$ cat src/design/deadline_ordered_task_queue_unit_defines.svh
// Assertion macros shared by the deadline-ordered task queue.
`ifndef DEADLINE_ORDERED_TASK_QUEUE_UNIT_DEFINES_SVH
`define DEADLINE_ORDERED_TASK_QUEUE_UNIT_DEFINES_SVH

// The consequent must hold in the same cycle as the antecedent.
`define DOTQ_ASSERT_SAME(label, ante, cons, msg) \
   label: assert property (@(posedge clock) disable iff (reset) (ante) |-> (cons)) \
      else $error(msg);

// The consequent must hold in the cycle after the antecedent.
`define DOTQ_ASSERT_NEXT(label, ante, cons, msg) \
   label: assert property (@(posedge clock) disable iff (reset) (ante) |=> (cons)) \
      else $error(msg);

`endif

$ cat src/design/dotq_pkg.sv
`timescale 1ns / 1ps
package dotq_pkg;

   // Request opcodes.
   localparam logic [1:0] OP_ENQUEUE = 2'd0;
   localparam logic [1:0] OP_CANCEL  = 2'd1;
   localparam logic [1:0] OP_RELEASE = 2'd2;

   // Response status codes.
   localparam logic [1:0] STATUS_OK   = 2'd0;
   localparam logic [1:0] STATUS_FULL = 2'd1;
   localparam logic [1:0] STATUS_DUP  = 2'd2;

   // Classified command kinds passed from front to back.
   localparam logic [1:0] KIND_ENQUEUE = 2'd0;
   localparam logic [1:0] KIND_CANCEL  = 2'd1;
   localparam logic [1:0] KIND_RELEASE = 2'd2;
   localparam logic [1:0] KIND_NOP     = 2'd3;

   typedef struct packed {
      logic [1:0]  opcode;
      logic [5:0]  client_id;
      logic        task_command;
      logic [47:0] deadline;
      logic [47:0] now_time;
   } req_type;

   typedef struct packed {
      logic       released;
      logic [5:0] out_client;
      logic       out_command;
      logic [1:0] status;
      logic       last;
   } rsp_type;

   typedef struct packed {
      logic [1:0] kind;
      logic [5:0] client_id;
      logic       task_command;
   } cmd_type;

endpackage

$ cat src/design/dotq_front.sv
`timescale 1ns / 1ps
// Accepts requests and classifies them into back-end commands.
module dotq_front #(
   parameter int CLIENT_COUNT = 64,
   parameter int TIME_BITS    = 48
) (
   input  logic                  start,
   input  dotq_pkg::req_type     req_item,
   input  logic                  queue_full,
   output logic                  busy,
   output logic                  push,
   output dotq_pkg::cmd_type     push_cmd,
   output logic [TIME_BITS-1:0]  push_time
);
   logic client_ok;

   assign busy      = queue_full;
   assign push      = start && !queue_full;
   assign client_ok = (11'(req_item.client_id) < 11'(CLIENT_COUNT));

   // Decode the opcode; out-of-range clients and unused codes become no-ops.
   always_comb begin
      push_cmd.client_id    = req_item.client_id;
      push_cmd.task_command = req_item.task_command;
      push_time             = TIME_BITS'(req_item.deadline);
      unique case (req_item.opcode)
         dotq_pkg::OP_ENQUEUE: begin
            push_cmd.kind = client_ok ? dotq_pkg::KIND_ENQUEUE : dotq_pkg::KIND_NOP;
         end
         dotq_pkg::OP_CANCEL: begin
            push_cmd.kind = client_ok ? dotq_pkg::KIND_CANCEL : dotq_pkg::KIND_NOP;
         end
         dotq_pkg::OP_RELEASE: begin
            push_cmd.kind = dotq_pkg::KIND_RELEASE;
            push_time     = TIME_BITS'(req_item.now_time);
         end
         default: begin
            push_cmd.kind = dotq_pkg::KIND_NOP;
         end
      endcase
   end
endmodule

$ cat config.mk
export PLATFORM = sky130hd
export DESIGN_NAME = dotq_front
export DESIGN_NICKNAME = d
export VERILOG_FILES = /design/src/design/deadline_ordered_task_queue_unit_defines.svh /design/src/design/dotq_pkg.sv /design/src/design/dotq_front.sv
export SDC_FILE = /design/constraint.sdc
export NUM_CORES = 1
export LEC_CHECK = 0
export BUFFER_PORTS_ARGS = -buffer_cell sky130_fd_sc_hd__buf_4
export CAP_MARGIN = 20
export CORE_AREA = 4 4 63 65
export DETAILED_ROUTE_END_ITERATION = 7
export DIE_AREA = 0 0 67 69
export PLACE_DENSITY = 0.77
export SYNTH_ARGS = -nofsm -noshare
export SYNTH_HDL_FRONTEND = slang
export SYNTH_SLANG_ARGS = --single-unit
$ cat constraint.sdc
create_clock -name vclk -period 1.4
set_input_delay 0.28 -clock vclk [all_inputs]
set_output_delay 0.28 -clock vclk [all_outputs]
set_load 0.05 [all_outputs]
---- Word-level counts from Yosys, hierarchy flattened ----
Index checks and enable logic that the tools add are counted.
storage, ports and cells
  bits in registers ....................... 0
  input bits .............................. 107
  output and inout port bits .............. 59
  word-level logic and storage cells ...... 7
cells by class
  reduce and logical (&&, ||, !) cells .... 3
  multiplexer cells ....................... 2
  equality and inequality tests ........... 2
operator list
  kind                count
  $mux 48             1
  $pmux 2 s3          1
  $eq 2x1->1 const B  1
  $eq 2x2->1 const B  1
  $logic_not 2->1     1
  $logic_and 1x1->1   1
  $logic_not 1->1     1

---- Depth between registers and ports, before layout ----
  depth in word-level cells ............... 2
  depth in mapped cells ................... 4
  gate-level depth less buffers ........... 2

---- Least setup slack after synthesis ----
No wires, ideal clock.
  kind .................................... input port to output port
  start ................................... input req_item[104] (netlist bit)
  end ..................................... output push_time[27]
  required time ........................... 1.120 ns
  path slack .............................. 0.021 ns
  data arrival time ....................... 1.099 ns
  stages .................................. 4
  buffers on the path ..................... 2
  path through ............................ nor2b_4 -> buf_6 -> buf_12 -> mux2_4
on the way
  longest elaborated chain between the ends .. 2
ends and longest elaborated chain
  what             RTL line          source
  start, declared  dotq_front.sv:8   input dotq_pkg::req_type req_item,
  $eq 2x2->1       dotq_front.sv:26  unique case (req_item.opcode)
  $mux 48          dotq_front.sv:26
  end, declared    dotq_front.sv:13  output logic [TIME_BITS-1:0] push_time
No other way between the ends.

---- Final worst setup path ----
  start ................................... input req_item[103] (netlist bit)
  end ..................................... output push_time[12]
Same word-level chain as after synthesis.

==> out/results.tsv <==
metric	value	unit
crit_buf_inv	4	
fin_ws	-200	ps
cap_violations	0	
ys_types	9	
worstSetupEndpointType	primary output	
finalCritPeriodShare	1.14	
drive_above_1_share	0.995	
dp_worst_setup_slack	-218	ps
final_cells	259	
rows	21	
grt_usage	0.164	
power.leakage	1.29	nW
drc	0	
worstPathRequired	1120	ps
min_from	req_item[99]	
wl_per_cell	19.9	um
routed_wl	5160	um
path_cells	buf_8 > nor2b_4 > buf_6 > clkbuf_16 > mux2_4 > buf_8	
worstPathArrival	1320	ps
flops_and_latches	0	
crit_slowest_cell	mux2_4	
antenna_found_initial	0	
layout.nets	322	
yosysWarnings	0	
seq_area	0	um^2
post-place-cells	250	
max_freq	625	MHz
vias	1177	
die_width	67	um
crit_start	req_item[103]	
yosysSeqAreaShare	0	
place_congestion	0.763	
grt_pass1_vias	1241	
multi_input_area	741	um^2
n_clock_buffer	0	
final_util	0.729	
dieArea	0.00462	mm^2
syn_nets	172	
cp_top_family	buffers and inverters	
first_iter_violations	35	
finalHoldViolations	0	
dp_hpwl	3550	um
rsz0062_at_grt	true	
grt_pass1_wl	6050	um
final_cell_mix	103 x buf_4, 48 x mux2_4, 28 x buf_8, 25 x buf_6, 4 x clkbuf_16	
critical_path_class	primary input to primary output	
hold_buffers	0	
violations	setup timing	
max_slew.worst_pin.slew	148	ps
crit_fanout	6	
finalSetupViolations	48	
core	0.00334	mm^2
layout_commonest_cell	buf_4	
hp-class	primary input to primary output	
crit_cells	6	
area.growth.synth_to_final	216	%
io_pins	166	
die_h	69	um
first_pass_iters	2	
peakVddDrop	0.312	mV
pwr_density_cell	527	mW/mm^2
avgViaCountPerCell	4.54	
whs_path_depth	0	
numPortBuffers	152	
ant_nets	0	
fin_setup_tns	-7730	ps
slowest_delay	310	ps
synth_cells	65	
syn_area_per_cell	11.9	um^2
grt_max_degree	27	
grt-ovfl-total	0	
drv_slew	0	
syn-cell-area	771	um^2
period_minus_slack	1600	ps
start_util	0.231	
relSlewSlack	0.902	
critPathLaunchType	primary input	
fillers	192	
run_status	finished with violations	
cpMostUsedCell	buf_8	
antennaDiodeCount	0	
whs_endpoint	push_cmd[3]	
fin_hold_ws	560	ps
[worst max path at each step]
stage | to | slack (ps)
floorplan | push_time[27] | 20
global placement | push_time[0] | -200
detailed placement | push_time[5] | -220
CTS | push_time[5] | -200
global route | push_time[12] | -230
finish | push_time[12] | -200
[cell usage after synthesis]
library cell	n	share of area
buf_12	2	0.052
buf_2	1	0.0065
buf_4	10	0.097
buf_6	1	0.015
clkbuf_1	1	0.0049
mux2_2	28	0.41
mux2_4	20	0.39
nor2b_1	1	0.0081
nor2b_4	1	0.018
[metal layers]
layer / routed length (um) / part of all wire / up-vias / global-route usage
met2: 2590 / 0.50 / 106 / 0.307
met3: 704 / 0.14 / 2 / 0.0763
met4: 27 / 0.0052 / 0 / 0.0158
met1: 1830 / 0.36 / 542 / 0.167
met5: 0 / 0 / - / 0
li1: - / - / 527 / -
[per-stage QoR]
stage / total power, mW / cell area [um^2]
floorplan: 0.683 / 771
global placement: 1.01 / 1870
detailed placement: 1.02 / 1870
CTS: 1.11 / 2070
global route: 1.33 / 2430
finish: 1.28 / 2430
[kinds of logic after synthesis]
logic type / synth area share
mux: 0.799
simple gates: 0.0260
buf+inv: 0.175
[cell type report]
type,count,area share
multi-input combinational,50,0.304
timing repair buffer,163,0.672
tap,46,0.0237
[repair_timing]
| action | in CTS | in global routing |
|---|---|---|
| hold endpoints to repair | 0 | 0 |
| resized for setup | 52 | 55 |
| cloned | 0 | 6 |
| endpoints found under the setup margin | 48 | 48 |
| buffers inserted | 0 | 3 |
[power by group]
part	leakage, nW	total [mW]	switching, mW	internal (mW)
sequential	0	0	0	0
clock	0	0	0	0
combinational	1.29	1.28	0.632	0.651
(Power assumes the default switching activity.)
