--- src/design/deadline_ordered_task_queue_unit_defines.svh ---
// Assertion macros shared by the deadline-ordered task queue.
`ifndef DEADLINE_ORDERED_TASK_QUEUE_UNIT_DEFINES_SVH
`define DEADLINE_ORDERED_TASK_QUEUE_UNIT_DEFINES_SVH

// The consequent must hold in the same cycle as the antecedent.
`define DOTQ_ASSERT_SAME(label, ante, cons, msg) \
   label: assert property (@(posedge clock) disable iff (reset) (ante) |-> (cons)) \
      else $error(msg);

// The consequent must hold in the cycle after the antecedent.
`define DOTQ_ASSERT_NEXT(label, ante, cons, msg) \
   label: assert property (@(posedge clock) disable iff (reset) (ante) |=> (cons)) \
      else $error(msg);

`endif

--- src/design/dotq_fifo.sv ---
`timescale 1ns / 1ps
// Small flop-based command queue between the front and the back.
module dotq_fifo #(
   parameter int WIDTH = 8,
   parameter int DEPTH = 2
) (
   input  logic             clock,
   input  logic             reset,
   input  logic             push,
   input  logic [WIDTH-1:0] push_data,
   input  logic             pop,
   output logic [WIDTH-1:0] head_data,
   output logic             empty,
   output logic             full
);
   localparam int PTR_W = (DEPTH > 1) ? $clog2(DEPTH) : 1;
   localparam int CNT_W = $clog2(DEPTH + 1);

   logic [WIDTH-1:0] mem_ff [DEPTH];
   logic [PTR_W-1:0] wr_ptr_ff, wr_ptr_in, rd_ptr_ff, rd_ptr_in;
   logic [CNT_W-1:0] count_ff, count_in;

   assign empty     = (count_ff == '0);
   assign full      = (count_ff == CNT_W'(DEPTH));
   assign head_data = mem_ff[rd_ptr_ff];

   // Pointer and fill count update.
   always_comb begin
      wr_ptr_in = wr_ptr_ff;
      rd_ptr_in = rd_ptr_ff;
      count_in  = count_ff;
      if (push) begin
         wr_ptr_in = (wr_ptr_ff == PTR_W'(DEPTH - 1)) ? '0 : wr_ptr_ff + 1'b1;
      end
      if (pop) begin
         rd_ptr_in = (rd_ptr_ff == PTR_W'(DEPTH - 1)) ? '0 : rd_ptr_ff + 1'b1;
      end
      if (push && !pop) begin
         count_in = count_ff + 1'b1;
      end else if (pop && !push) begin
         count_in = count_ff - 1'b1;
      end
   end

   always_ff @(posedge clock) begin
      if (reset) begin
         wr_ptr_ff <= '0;
         rd_ptr_ff <= '0;
         count_ff  <= '0;
      end else begin
         wr_ptr_ff <= wr_ptr_in;
         rd_ptr_ff <= rd_ptr_in;
         count_ff  <= count_in;
      end
   end

   // Storage needs no reset.
   always_ff @(posedge clock) begin
      if (push) begin
         mem_ff[wr_ptr_ff] <= push_data;
      end
   end
endmodule

--- config.mk ---
export PLATFORM = sky130hd
export DESIGN_NAME = dotq_fifo
export DESIGN_NICKNAME = d
export VERILOG_FILES = /design/src/design/deadline_ordered_task_queue_unit_defines.svh /design/src/design/dotq_fifo.sv
export SDC_FILE = /design/constraint.sdc
export NUM_CORES = 1
export LEC_CHECK = 0
export BUFFER_PORTS_ARGS = -buffer_cell sky130_fd_sc_hd__buf_4
export CAP_MARGIN = 20
export CORE_MARGIN = 3
export CORE_UTILIZATION = 45
export CTS_CLUSTER_SIZE = 40
export DETAILED_ROUTE_END_ITERATION = 7
export HOLD_SLACK_MARGIN = 0.08
export PLACE_DENSITY = 0.71
export SLEW_MARGIN = 30
export SYNTH_ARGS = -nofsm -noshare
export SYNTH_HDL_FRONTEND = slang
export SYNTH_SLANG_ARGS = --single-unit
--- constraint.sdc ---
create_clock -name clock -period 2.15 [get_ports clock]
set_input_delay 0.5375 -clock clock [delete_from_list [all_inputs] [get_ports clock]]
set_output_delay 0.5375 -clock clock [all_outputs]
set_load 0.02 [all_outputs]
==> Word-level counts from Yosys, hierarchy flattened <==
Memory sizes are Yosys's and may differ from the RTL's. A register that Yosys moved wholly into a read port is not among the register bits.
Index checks and enable logic that the tools add are counted.
{ "word_totals": {"elab_cells": 23, "output_inout_bits": 10, "memories": 1, "ramBits": 16, "input_bits": 12, "ff_bits": 4} }
{ "classes": {"reduce_logical": 6, "eq_ne": 1, "n_mux": 8, "n_addsub": 4} }
{ "mem_list": {"columns": ["memory", "depth", "width", "rd", "rd_clocked_by_memory_dff", "write_ports", "line_no", "rtl"], "rows": [
  ["mem_ff", 2, 8, 1, 1, 1, "dotq_fifo.sv:19", "logic [WIDTH-1:0] mem_ff [DEPTH];"]
]} }
{ "op_table": {"columns": ["cell", "count"], "rows": [
  ["two-way mux 1 bit", 6],
  ["two-way mux 2 bit", 2],
  ["adder 1 bit (second input constant)", 2],
  ["adder 2 x 1 -> 2 bit (second input constant)", 1],
  ["equality test 2 bit (second input constant)", 1],
  ["logical AND 1 bit", 2],
  ["logical NOT 1 bit", 2],
  ["logical NOT 2 bit", 1],
  ["nonzero test 2 bit", 1],
  ["subtractor 2 x 1 -> 2 bit (second input constant)", 1]
]} }

==> Logic depth before layout (Yosys ltp) <==
{ "depth": {"depth_word": 4, "depth_mapped": 5, "ltp_nobuf": 5} }

==> Worst setup path after synthesis <==
OpenSTA, ideal clock, no wires.
{ "synth_path": {"path_kind": "register to output", "start": "reg (tool-made name)", "end": "out head_data[0]", "t_required_ns": 1.612, "setup_slack_ns": 0.759, "path_buffers": 1, "path_stages_with_launch": 3, "arrival_time_ns": 0.853, "path_cell_list": "dfxtp_1 buf_2 mux2_2"} }
{ "synth_rtl": {"columns": ["element", "line_no", "rtl"], "rows": [
  ["end: declaration", "dotq_fifo.sv:12", "output logic [WIDTH-1:0] head_data,"]
]} }

==> reports/results.ini <==
[power_and_ir_drop]
irDropWorstVdd_uv = 489
power_density_mw_per_mm2 = 821
total_power_mw = 0.812
p_leak_nw = 0.395

[placement]
dp_slack_ns = 0.534
port_buffers = 21
gp_congestion = 0.618

[sta]
finalHoldViolCount = 0
period_share = 0.902
clock.fmax_ghz = 0.516
worstMarginPinSlew_ns = 0.383
slew_headroom = 0.745
setup_viol = 0
clock_skew_ns = 0.000366
finalWorstSetupSlack_ns = 0.211
fin_tns_setup_ns = 0
fin_crit_ns = 1.94
rsz0062_at_grt = false
maxSlewViolCount = 0

[logic_synthesis]
synth_flop_cell = edfxtp_1
synth_top_family_by_area = multiplexers
ys_seq_area_frac = 0.741
yosys-top-cells-area = edfxtp_1 (61%), dfxtp_1 (13%), mux2_2 (12%), nor2_1 (2.4%), xnor2_1 (2.2%)
synth_edf_count = 16
syn_nets = 60
synth_mux_area_frac = 0.115
syn_inst = 47
async_flop_share = 0
syn_avg_cell_area_um2 = 16.7
synth_compound_area_frac = 0.0128
post-synth-top-area-cell = edfxtp_1
synth_warnings = 0
netlist_area_um2 = 783
yosysMostFrequentCell = edfxtp_1
synth_xor_area_frac = 0.0447
synth_top_area_frac = 0.613
synthTopCellsByCount = edfxtp_1 (16), mux2_2 (8), dfxtp_1 (5), nor2_1 (5)
synth_adder_area_share = 0.0160
ys_ff_latch = 21
synth.distinct_cells = 15
synth-simple-area-share = 0.0591

[clock_tree]
ctsHoldBuffers = 0
cts_resized = 0
post-cts-setup-buffers = 0
cts_tree = yes
cts_buffers = 3
clk_pin_slew_ns = 0.10
numClockSinks = 21
htree_levels = 1
worstSkewPairLatency_ns = 0.29
clockBufferDepth = 2
cts-root-buf = clkbuf_4

[routing]
drc = 0
wl_met2_um = 560
routed_via_density = 4.85
drt_pass1_iterations = 2
finalWirelength_um = 1150
topRoutingLayerUsed = met4
wl_per_cell_um = 13.0
wl_met3_um = 79
dr_total_vias = 427
drt_iter0_drc = 7
drtAntennaViolNets = 0
m1WireLength_um = 492

[layout]
layout-drive-gt1-share = 0.472
final_util = 0.628
nFillCells = 131
diodes = 0
syn_to_final_growth_pct = 26.4
nets = 86

[outcome]
status = finished clean

[critical_path]
cp_cell_sequence = mux2_2 -> buf_4
required_ns = 1.61
crit_family = flip-flops
cp_max_fo = 8
path_buf_inv = 1
crit_path_end_kind = output pin
worstSetupPathType = flop to output pin
start_kind = flop
critical_path_arrival_ns = 1.40
cp_slowest_cell = dfxtp_1
slowest_delay_ns = 0.56

[global_route]
grt_antenna_before_repair = 0
grt_pass1_wl_um = 1610
grt_max_degree = 12
grt_overflow = 0
grt_pass1_vias = 402
grtUsageTotal = 0.107

[die]
die_w_um = 47.7
die_h_um = 47.7
initial_utilization = 0.497
core_mm2 = 0.00158
die_area_mm2 = 0.00228
rows = 14
io_pins = 22

[worst_hold_path]
hold_class = input pin to flop

[run]
maxCapViolations = 0

area by class of cell:
cell class	count	area, um2	area share
clock buffers	4	26.3	0.0265
inverters	1	3.75	0.00379
multi-input cells	24	194	0.196
flip-flops and latches	21	581	0.587
well taps	16	20.0	0.0202
repair buffers	22	165	0.167
stage by stage:
step | area (um2) | cells | hold slack (ns)
3_3_place_gp | 963 | 84 | 0.480
2_1_floorplan | 783 | 47 | 0.461
4_1_cts | 990 | 88 | 0.409
3_5_place_dp | 963 | 84 | 0.498
5_1_grt | 990 | 88 | 0.399
6_report | 990 | 88 | 0.417
power breakdown:
group | total (mW) | switching [mW] | internal, mW
clock network | 0.181 | 0.109 | 0.0723
registers | 0.486 | 0.0176 | 0.468
logic | 0.145 | 0.0691 | 0.0763
total | 0.812 | 0.196 | 0.617
per-layer routing:
layer	vias to the layer above	track usage
li1	220	-
met1	191	0.123
met2	14	0.177
met3	2	0.0376
met4	0	0.0484
met5	-	0
kinds of logic after synthesis:
group,count (synthesis)
flops,21
simple gates,9
mux,8
xor+xnor,4
compound gates,2
buf+inv,2
fa+ha+maj,1
placed cells by master (no fill, tap or decap):
cell | Yosys | final
o21ai_0 | 1 | 1
xor2_1 | 2 | 2
clkbuf_4 | 0 | 3
a21oi_1 | 1 | 1
and2b_2 | 1 | 1
xnor2_1 | 2 | 2
inv_1 | 1 | 1
ha_1 | 1 | 1
dfxtp_1 | 5 | 5
and2_1 | 1 | 1
nor2_1 | 5 | 5
or3_1 | 1 | 1
nor2b_1 | 1 | 1
buf_4 | 0 | 22
clkbuf_1 | 0 | 1
mux2_2 | 8 | 8
edfxtp_1 | 16 | 16
worst paths after layout:
path | startpoint | slack (ns) | depth (start not counted) | to
max reg2reg | wr_ptr_ff$_SDFFE_PP0P_ | 1.04 | 2 | mem_ff[0][3]$_DFFE_PP_
min | push_data[1] | 0.42 | 1 | mem_ff[1][1]$_DFFE_PP_
max | flop | 0.21 | 2 | head_data[0]
min reg2reg | count_ff[1]$_SDFFE_PP0P_ | 0.51 | 2 | count_ff[1]$_SDFFE_PP0P_
state kept, by name, indices dropped and copies added, names as in the netlist, named ones only:
register,cells
mem_ff,16
wr_ptr_ff,1
rd_ptr_ff,1
count_ff,2
(Power assumes the default switching activity.)
